<file path="src/hdl/tbr_pkg.sv">
`timescale 1ns / 1ps
// ----------------------------------------------------------------------------
// tbr_pkg
// Shared types and constants of the triangle barycentric rasterizer.
// ----------------------------------------------------------------------------
package tbr_pkg;

    localparam int CROP_SIZE_DEF = 64;
    localparam int CHANNELS_DEF  = 2;

    localparam int CW = 20;  // vertex coordinate width
    localparam int VW = 24;  // feature value width
    localparam int DW = 48;  // determinant and edge function width
    localparam int MW = 33;  // shared multiplier operand width
    localparam int PW = 66;  // shared multiplier product width
    localparam int QW = 63;  // reciprocal width
    localparam int WW = 17;  // weight width

    typedef enum logic [1:0] {
        OP_CLEAR = 2'd0,
        OP_DRAW  = 2'd1,
        OP_READ  = 2'd2,
        OP_NONE  = 2'd3
    } t_op;

    typedef struct packed {
        logic          start;
        logic [DW-1:0] den;
    } t_div_req;

    typedef struct packed {
        logic busy;
        logic done;
    } t_div_sts;

endpackage

</file>
<file path="src/hdl/tbr_mul.sv">
`timescale 1ns / 1ps
// ----------------------------------------------------------------------------
// tbr_mul
// Shared signed multiplier with a registered product.
// ----------------------------------------------------------------------------
module tbr_mul (
    input  logic                           i_clk,
    input  logic signed [tbr_pkg::MW-1:0]  i_a,
    input  logic signed [tbr_pkg::MW-1:0]  i_b,
    output logic signed [tbr_pkg::PW-1:0]  o_p
);

    logic signed [tbr_pkg::PW-1:0] r_p;

    always_ff @(posedge i_clk) begin
        r_p <= i_a * i_b;
    end

    assign o_p = r_p;

endmodule

</file>
<file path="config.mk">
export PLATFORM = sky130hd
export DESIGN_NAME = tbr_mul
export DESIGN_NICKNAME = d
export VERILOG_FILES = /design/src/hdl/tbr_pkg.sv /design/src/hdl/tbr_mul.sv
export SDC_FILE = /design/constraint.sdc
export NUM_CORES = 2
export LEC_CHECK = 0
export BUFFER_PORTS_ARGS = -buffer_cell sky130_fd_sc_hd__buf_4
export CAP_MARGIN = 20
export CORE_AREA = 5 5 307 309
export DETAILED_ROUTE_END_ITERATION = 7
export DIE_AREA = 0 0 312 314
export PLACE_DENSITY = 0.66
export SLEW_MARGIN = 20
export SYNTH_ARGS = -nofsm -noshare
export SYNTH_HDL_FRONTEND = slang
export SYNTH_SLANG_ARGS = --single-unit
</file>
<file path="constraint.sdc">
create_clock -name i_clk -period 7.3 [get_ports i_clk]
set_input_delay 0.365 -clock i_clk [delete_from_list [all_inputs] [get_ports i_clk]]
set_output_delay 0.365 -clock i_clk [all_outputs]
set_load 0.005 [all_outputs]
</file>
==> flow_summary.toml <==
[layout]
final_common_cell = "fa_1"
area_delta_synth_final_pct = 14.2
mostFrequentLayoutCells = "1,139 x fa_1, 1,130 x inv_1, 560 x and2_1"
regArea_mm2 = 0.00132
largest_reg_flops = 66
multi_input_area_mm2 = 0.0345
nets = 6111
fillCellCount = 8424
drive_above_1_share = 0.137

[clock_tree]
cts_root_buf = "clkbuf_16"
clock_path_buffers = 2
postCtsHoldBufs = 0
clock_sinks = 66
clkTransAtPathRegs_ns = 0.06
cts_buffers = 9
cts_tree = "done"
htreeDepth = 3

[job]
maxCapViolCount = 0

[placed_design]
portBuffers = 132
post-dp-hpwl_mm = 94.8
gp_congestion = 0.904

[floorplan]
io-pin-count = 133
die-area_mm2 = 0.0980
core_mm2 = 0.0911
start_util = 0.447
die_w_um = 312
rows = 111
die_h_um = 314

[drt]
drc = 0
drtIter0Drc = 1592
routedWlPerCell_um = 18.0
routed_wl_mm = 106
drt_pre_antenna_iters = 5
vias_per_cell = 4.98
vias = 29300
ant_nets = 0

[worst_setup_path]
cp_slowest_cell = "fa_1"
critPathArrivalTime_ns = 7.40
path_max_fanout = 11
cp_slowest_stage_delay_ns = 0.54
cp.required_ns = 7.58
critical_path.most_common_cell = "fa_1"
cp-end-kind = "flop"
crit_path_start_kind = "input port"
path_class = "in2reg"
path_buf_inv = 9
path_delay_family = "adder cells"
critPathLaunch = "i_a[20]"

[sta]
worstMarginPinSlew_ns = 0.705
period_share = 0.976
relSlewSlack = 0.530
rsz0062_at_grt = "true"
min_period_ns = 7.12
maxSlewViolCount = 0
setup_viol = 0
hold_viol = 0
fmax_mhz = 140
setup_tns_ns = 0

[logic_synthesis]
synth_warnings = 0
synth_top_area_cell = "fa_1"
synth_fp_nets = 5767
ys.flop_type = "dfxtp_1"
synth-edff-count = 0
async_flop_share = 0
ys_ff_latch = 66
synth_area_mm2 = 0.0407
synthTopCellsByArea = "fa_1 56%, inv_1 10%, and2_1 8.6%, ha_1 6.7%, nand2_1 5.1%"
ys_types = 80
synth_top_area_frac = 0.563
ys_seq_area_frac = 0.0324
avgSynthCellArea_um2 = 9.39
synth_cells = 4338

[grt]
grt-ovfl-total = 0
grt_pass1_wl_mm = 176
antenna_found_initial = 5
grt_pass1_vias = 32900
grt.total_usage = 0.227
grt_max_degree = 33

[worst_hold_path]
min-delay-start = "i_b[0]"
hold_class = "in2reg"

[outcome]
status = "finished, final reports clean"
-- layout make-up --
cell class,count,area share
Clock buffer,12,0.00573
Timing Repair Buffer,554,0.0988
Tap cell,1186,0.0319
Clock inverter,4,0.00156
Antenna cell,4,0.000215
Multi-Input combinational cell,2920,0.742
Sequential cell,66,0.0284
Inverter,1131,0.0912
-- synthesized netlist by cell type, drive strengths merged (3+ instances only) --
library cell and count:
dfxtp 66, nor2 68, a31oi 9, inv 1131
and2 563, ha 217, o21ai 33, o211ai 5
o31ai 7, nand3 26, a211oi 11, a221oi 3
fa 1145, nor4 3, nand4 12, a211o 6
or2 3, buf 13, a21boi 3, and4 5
a21oi 61, nor3 7, nor2b 5, nand2b 12
xnor2 43, xor2 25, or3 3, clkbuf 208
and3 6, o21bai 11, a21o 38, o21a 6
nand2 551
-- cells by family (layout without fill, tap and decap cells) --
kind of cell             after synthesis  count (layout)  synth area share
flip-flops                            66              66            0.0324
AO/OA/AOI/OAI                        219             219            0.0407
adder cells (fa/ha/maj)             1362            1362             0.629
buffers and inverters               1352            1701             0.125
XOR/XNOR                              68              68            0.0146
AND/OR/NAND/NOR                     1271            1271             0.158
other                                  0               4                 0
-- layer usage --
metal  up-vias  wire, µm  track usage  part of all wire
met4         4      5050       0.0955             0.048
met3       204      4510       0.0297             0.043
li1      13000         -            -                 -
met2       702     55300        0.404              0.52
met1     15300     41100        0.282              0.39
met5         -        23            0           0.00022
-- metrics by stage --
stage | hold slack, ns | setup WS, ns | util | area (µm²) | instances
after global routing | 0.544 | -0.0685 | 0.511 | 46500 | 5875
after CTS | 0.504 | 0.0595 | 0.507 | 46200 | 5860
after global placement | 0.749 | -0.282 | 0.503 | 45800 | 5844
final | 0.550 | 0.176 | 0.511 | 46500 | 5877
after floorplan | 0.492 | 0.0281 | - | 40700 | 4338
after detailed placement | 0.747 | -0.363 | 0.503 | 45800 | 5844
-- what timing repair did --
| item | CTS | global route |
|---|---|---|
| buffers inserted | 0 | 13 |
| gates resized for setup | 0 | 46 |
| setup endpoints to repair | 0 | 21 |
-- worst min-delay path, delay by kind of cell --
kind | cells | cell delay, ns
simple gates | 1 | 0.15
buf+inv | 2 | 0.39
-- final timing paths --
path / to / slack [ns] / cells after the start
worst min-delay path: o_p[0] / 0.55 / 3
worst max-delay path: o_p[40] / 0.18 / 27
Power is left out: the tool's default activity adds up to more than one toggle a clock period on the data nets, which glitch-free logic cannot reach.
