File: src/hdl/tbr_pkg.sv
`timescale 1ns / 1ps
// ----------------------------------------------------------------------------
// tbr_pkg
// Shared types and constants of the triangle barycentric rasterizer.
// ----------------------------------------------------------------------------
package tbr_pkg;

    localparam int CROP_SIZE_DEF = 64;
    localparam int CHANNELS_DEF  = 2;

    localparam int CW = 20;  // vertex coordinate width
    localparam int VW = 24;  // feature value width
    localparam int DW = 48;  // determinant and edge function width
    localparam int MW = 33;  // shared multiplier operand width
    localparam int PW = 66;  // shared multiplier product width
    localparam int QW = 63;  // reciprocal width
    localparam int WW = 17;  // weight width

    typedef enum logic [1:0] {
        OP_CLEAR = 2'd0,
        OP_DRAW  = 2'd1,
        OP_READ  = 2'd2,
        OP_NONE  = 2'd3
    } t_op;

    typedef struct packed {
        logic          start;
        logic [DW-1:0] den;
    } t_div_req;

    typedef struct packed {
        logic busy;
        logic done;
    } t_div_sts;

endpackage

File: src/hdl/tbr_div.sv
`timescale 1ns / 1ps
// ----------------------------------------------------------------------------
// tbr_div
// Bit-serial restoring divider that forms floor(2^62 / den), one bit a cycle.
// ----------------------------------------------------------------------------
module tbr_div (
    input  logic                          i_clk,
    input  logic                          i_rst_n,
    input  tbr_pkg::t_div_req             i_req,
    output tbr_pkg::t_div_sts             o_sts,
    output logic [tbr_pkg::QW-1:0]        o_quot
);

    localparam int DW = tbr_pkg::DW;
    localparam int QW = tbr_pkg::QW;
    localparam logic [5:0] TOP_BIT = 6'(QW - 1);

    logic [DW:0]   r_rem;
    logic [DW-1:0] r_den;
    logic [QW-1:0] r_quot;
    logic [5:0]    r_cnt;
    logic          r_busy;
    logic          r_done;
    logic [DW:0]   trial;
    logic          fits;

    assign trial = {r_rem[DW-1:0], (r_cnt == TOP_BIT)};
    assign fits  = (trial >= {1'b0, r_den});

    always_ff @(posedge i_clk) begin
        if (!i_rst_n) begin
            r_busy <= 1'b0;
            r_done <= 1'b0;
            r_cnt  <= '0;
        end else begin
            r_done <= 1'b0;
            if (i_req.start) begin
                r_busy <= 1'b1;
                r_cnt  <= TOP_BIT;
            end else if (r_busy) begin
                if (r_cnt == '0) begin
                    r_busy <= 1'b0;
                    r_done <= 1'b1;
                end else begin
                    r_cnt <= r_cnt - 6'd1;
                end
            end
        end
    end

    always_ff @(posedge i_clk) begin
        if (i_req.start) begin
            r_rem <= '0;
            r_den <= i_req.den;
        end else if (r_busy) begin
            r_rem  <= fits ? (trial - {1'b0, r_den}) : trial;
            r_quot <= {r_quot[QW-2:0], fits};
        end
    end

    assign o_sts.busy = r_busy;
    assign o_sts.done = r_done;
    assign o_quot     = r_quot;

endmodule

File: config.mk
export PLATFORM = sky130hd
export DESIGN_NAME = tbr_div
export DESIGN_NICKNAME = d
export VERILOG_FILES = /design/src/hdl/tbr_pkg.sv /design/src/hdl/tbr_div.sv
export SDC_FILE = /design/constraint.sdc
export NUM_CORES = 1
export LEC_CHECK = 0
export BUFFER_PORTS_ARGS = -buffer_cell sky130_fd_sc_hd__buf_2
export CORE_ASPECT_RATIO = 0.9
export CORE_MARGIN = 5
export CORE_UTILIZATION = 50
export DETAILED_ROUTE_END_ITERATION = 6
export GPL_TIMING_DRIVEN = 0
export PLACE_DENSITY = 0.71
export SETUP_SLACK_MARGIN = 0.4
export SLEW_MARGIN = 5
export SYNTH_ARGS = -nofsm -noshare
export SYNTH_HDL_FRONTEND = slang
export SYNTH_SLANG_ARGS = --single-unit
File: constraint.sdc
create_clock -name i_clk -period 5.07 [get_ports i_clk]
set_input_delay 0.507 -clock i_clk [delete_from_list [all_inputs] [get_ports i_clk]]
set_output_delay 0.507 -clock i_clk [all_outputs]
set_load 0.02 [all_outputs]
==> reports/qor.txt, run 1 <==
cell with the most instances after synthesis = nand2_1
CP Max Fanout = 5
kind of end point of the critical path = flip-flop
Final #Nets = 1,118
Crit Path Class = flip-flop to flip-flop
status = completed
io pins = 116
crit share post-route = 0.853
Async SR Flop Fraction = 0
H-tree Lvls = 4
TritonCTS Buffers = 17
final hold violations = 0
syn nets = 983
cells along the critical path = inv_1 > ha_1 > nand3_1 > ha_1 > fa_1 > inv_1 > a21oi_1 > o211ai_1 > a221o_1 > o21ai_0 > o21ai_1 > a31oi_1 > o31ai_2 > nor4b_1 > o31ai_1 > a311oi_1
Netlist Area Pre-Place = 8710 um2
die area = 20,200 um2
Worst Path Arrival = 4.68 ns
area delta synth->final = 17.6%
max_cap viols = 0
Netlist cell types = 59
LEAKAGE = 4.12 nW
Starting Density = 0.512
CTS root buffer = clkbuf_16
Post-Route WL = 19.7 mm
Least-Margin Pin Slew = 1.21 ns
Buf+Inv Stages, Crit Path = 2
Reg clk slew, reported paths = 0.08 ns
Peak VDD IR = 0.264 mV
WP data required = 5.42 ns
Yosys reg bits = 167
Finished Layout Cells = 1,263
Synth area leaders = edfxtp_1 38%, dfxtp_1 13%, ha_1 7.3%
Site Rows = 45
EDFF count, synth = 111
largest net degree at the start of global routing = 53
Final setup viols = 0
maximum clock frequency = 0.231 GHz
critical path's slowest cell = fa_1
final core occ = 0.602
TritonCTS clock tree = done
Hold Crit Class = primary input to flip-flop
CP max stage delay = 0.42 ns
Max-slew headroom = 0.196
Detailed Place HPWL = 14.3 mm
Die Ht = 135 um
Synth Warn # = 0
Yosys top cell area share = 0.383
RSZ-0062 raised after global routing = false
Final Wtd Congestion = 0.937
top cells by count, synth = 120 x nand2_1, 111 x edfxtp_1, 85 x nor2_1
drt initial violations = 565
CP Launch Type = flip-flop
Total GRT Usage = 0.194
Post-Synthesis Cells = 880
main flop type after synthesis = edfxtp_1
I/O Buffers = 115
DRT antenna net count = 0
Synth area leader = edfxtp_1
Vias/cell = 5.52
mean post-synth cell area = 9.89 um2
drt wl/cell = 15.6 um
DR vias = 6,971
share of cells above drive strength 1 = 0.158
PwrDens = 367 nW/um2
clock period minus worst slack = 4.33 ns
initial antenna violation count = 0
core area = 17,000 um2
vias in the first global route = 6,321
sequential fraction of the synthesis area = 0.512
first-pass GRT wire length = 31.3 mm
Post-CTS Setup Repair Bufs = 0
DRC = 0
CTS sink count = 167
Congestion Overflow GR = 0
max-slew violations = 0
placed insts = 1,231
Detailed Routing Iterations Pass 1 = 5
Die W = 149 um
clock tree buffer depth = 2
CP top delay family = compound AO/OA/AOI/OAI gates
diodes inserted = 0
Post-Route Skew = 0.0220 ns
Clk Latency, worst-skew pair = 0.45 ns
-- layer usage --
layer  up-vias  track usage  part of all wire
li1       3445            -                 -
met1      3272        0.278              0.48
met2       222        0.293              0.44
met3        32       0.0468             0.066
met4         0       0.0569             0.015
met5         -            0                 0
-- logic make-up (layout without fill, tap and decap cells) --
family / count (synthesis) / after routing / synth area share
buffers and inverters: 103 / 251 / 0.0464
AO/OA/AOI/OAI: 217 / 217 / 0.165
flip-flops: 167 / 167 / 0.512
XOR/XNOR: 45 / 45 / 0.0453
multiplexers: 6 / 6 / 0.00704
adder cells (fa/ha/maj): 52 / 52 / 0.0756
AND/OR/NAND/NOR: 290 / 290 / 0.149
-- state kept, by name, summed over array words and instances (netlist names) --
signal	count
r_cnt	6
r_den	48
o_quot	63
r_done	1
r_rem	48
r_busy	1
-- placed cells by master, fill, tap and decap left out, drive strengths merged, types with 9 or more instances in the layout --
master / n
a21o: 12
a21oi: 63
a311oi: 38
and3: 9
buf: 123
clkbuf: 50
dfxtp: 56
edfxtp: 111
ha: 51
inv: 75
nand2: 120
nand2b: 12
nand3: 15
nand4: 10
nor2: 85
nor2b: 11
nor3: 10
o21ai: 44
xnor2: 28
xor2: 17
-- cell type report --
class	instances	area, um2
Timing Repair Buffer	116	596
Buffer	40	168
Sequential cell	167	4450
Clock inverter	15	201
Clock buffer	17	425
Multi-Input combinational cell	610	3860
Fill cell	1526	6770
Tap cell	235	294
Inverter	63	236
-- power breakdown --
group	total [mW]	internal, mW	switching [mW]
clock	1.35	0.689	0.661
sequential	1.59	1.54	0.0532
combinational	0.810	0.303	0.507
-- timing repair --
item	in CTS	in global routing
hold endpoints to repair	0	0
hold buffers	0	0
setup endpoints to repair	0	2
gates resized for setup	0	2
-- per-stage QoR --
stage	worst slack (ns)	instance area (um2)	TNS (ns)	hold WS, ns	power (mW)
2_1_floorplan	0.894	8710	0	0.469	2.21
3_3_place_gp	-1.18	9580	-44.93	0.425	2.41
3_5_place_dp	0.577	9600	0	0.426	2.42
4_1_cts	0.505	10200	0	0.220	3.77
5_1_grt	0.532	10200	0	0.216	3.95
6_report	0.743	10200	0	0.225	3.75
-- worst paths after layout --
| path | slack, ns | from | end | cells after the start |
|---|---|---|---|---|
| setup / recovery | 0.74 | r_cnt[0] | r_rem[46] | 16 |
| hold / removal | 0.23 | i_req[31] | r_den[31] | 1 |
| setup reg to reg | 0.74 | r_cnt[0] | r_rem[46] | 16 |
| hold reg to reg | 0.45 | o_quot[52] | o_quot[53] | 0 |
(Power assumes the default switching activity.)
==> inputs of run 2 (changes only) <==
--- a/config.mk
+++ b/config.mk
@@ -12,6 +12,7 @@
 export DETAILED_ROUTE_END_ITERATION = 6
 export GPL_TIMING_DRIVEN = 0
 export PLACE_DENSITY = 0.71
+export RECOVER_POWER = 50
 export SETUP_SLACK_MARGIN = 0.4
 export SLEW_MARGIN = 5
 export SYNTH_ARGS = -nofsm -noshare
==> reports/qor.txt, run 2 (synthesis results as in run 1) <==
Crit Path Class = flip-flop to flip-flop
crit share post-route = 0.853
Worst Path Arrival = 4.68 ns
drt initial violations = 566
Total GRT Usage = 0.194
CTS root buffer = clkbuf_16
io pins = 116
DRT antenna net count = 0
Detailed Routing Iterations Pass 1 = 5
Detailed Place HPWL = 14.3 mm
R2R cell count = 16
Congestion Overflow GR = 0
Finished Layout Cells = 1,263
final hold violations = 0
Least-Margin Pin Slew = 2.90 ns
Clk Latency, worst-skew pair = 0.45 ns
area delta synth->final = 17.4%
I/O Buffers = 115
Site Rows = 45
vias in the first global route = 6,321
Hold Crit Class = primary input to flip-flop
hold_ws = 0.225 ns
share of cells above drive strength 1 = 0.144
status = finished, violations left
WP data required = 5.42 ns
DR vias = 6,966
Post-CTS Setup Repair Bufs = 0
Post-Route Skew = 0.0228 ns
clock tree buffer depth = 2
commonest non-fill, non-tap cell in the layout = nand2_1
clock period minus worst slack = 4.32 ns
# resized after CTS = 0
Starting Density = 0.512
failing checks = capacitance limit, slew limit
maximum clock frequency = 0.231 GHz
GR Layer Usage met3 = 0.0468
CP Launch Type = flip-flop
drt wl/cell = 15.6 um
placed insts = 1,231
CP max stage delay = 0.42 ns
CP Max Fanout = 5
Vias/cell = 5.52
TritonCTS Buffers = 17
CTS sink count = 167
max reg flops = 63
PwrDens = 368 nW/um2
initial antenna violation count = 0
cells along the critical path = inv_1 > ha_1 > nand3_1 > ha_1 > fa_1 > inv_1 > a21oi_1 > o211ai_1 > a221o_1 > o21ai_0 > o21ai_1 > a31oi_1 > o31ai_2 > nor4b_1 > o31ai_1 > a311oi_1
most frequent cells in the layout = 120 x nand2_1, 111 x edfxtp_1, 103 x buf_2, 85 x nor2_1, 63 x a21oi_1
RSZ-0062 raised after global routing = false
critical path's slowest cell = fa_1
Die Ht = 135 um
hold path depth = 1
diodes inserted = 0
Fillers = 1,525
Post-Route WL = 19.7 mm
Final #Nets = 1,118
routing usage on met2 = 0.293
met1 usage = 0.278
largest net degree at the start of global routing = 53
first-pass GRT wire length = 31.3 mm
DRC = 0
cts hold-fix bufs = 0
Reg clk slew, reported paths = 0.08 ns
kind of end point of the critical path = flip-flop
Final Wtd Congestion = 0.937
core area = 17,000 um2
Final setup viols = 0
Max-slew headroom = -0.934
Placed Area = 9600 um2
Die W = 149 um
post-route cell area = 10,200 um2
GRT busiest layer = met2
Peak VDD IR = 0.264 mV
die area = 20,200 um2
H-tree Lvls = 4
max-slew violations = 53
TritonCTS clock tree = done
max_cap viols = 1
LEAKAGE = 4.09 nW
[run 2: critical path: cells and delay by family (launching register included)]
family	cells	cell delay [ns]
AOI/OAI and AO/OA	9	2.43
adders and majority gates	3	0.83
and+or+nand+nor	2	0.44
DFF	1	0.33
buffers and inverters	2	0.21
[run 2: layer usage]
| metal | part of all wire | vias to the layer above |
|---|---|---|
| met5 | 0 | - |
| li1 | - | 3443 |
| met1 | 0.48 | 3263 |
| met3 | 0.066 | 32 |
| met4 | 0.014 | 0 |
| met2 | 0.44 | 228 |
[run 2: path summary, 6_finish.rpt]
path | end | startpoint | slack, ns
hold / removal | r_den[31] | i_req[31] | 0.23
setup / recovery | r_rem[46] | r_cnt[0] | 0.75
hold reg to reg | o_quot[28] | o_quot[27] | 0.45
setup reg to reg | r_rem[46] | r_cnt[0] | 0.75
[run 2: where the power goes]
group	total, mW	switching [mW]	internal, mW
Sequential	1.60	0.0534	1.54
Combinational	0.810	0.507	0.303
Clock	1.35	0.661	0.689
[run 2: area by class of cell]
class                      instances  area, um2  share of cell area
inverter                          63        236              0.0231
multi-input combinational        610       3860               0.378
clock inverter                    15        201              0.0197
buffer                            40        168              0.0164
tap                              235        294              0.0288
clock buffer                      17        425              0.0416
timing repair buffer             116        578              0.0566
sequential                       167       4450               0.436
[run 2: metrics by stage]
| step | setup TNS [ns] | total power, mW | worst slack, ns | util |
|---|---|---|---|---|
| finish | 0 | 3.76 | 0.745 | 0.601 |
| detailed placement | 0 | 2.42 | 0.577 | 0.565 |
| floorplan | 0 | 2.21 | 0.894 | - |
| global placement | -44.93 | 2.41 | -1.18 | 0.563 |
| CTS | 0 | 3.77 | 0.505 | 0.602 |
| global route | 0 | 3.95 | 0.532 | 0.601 |
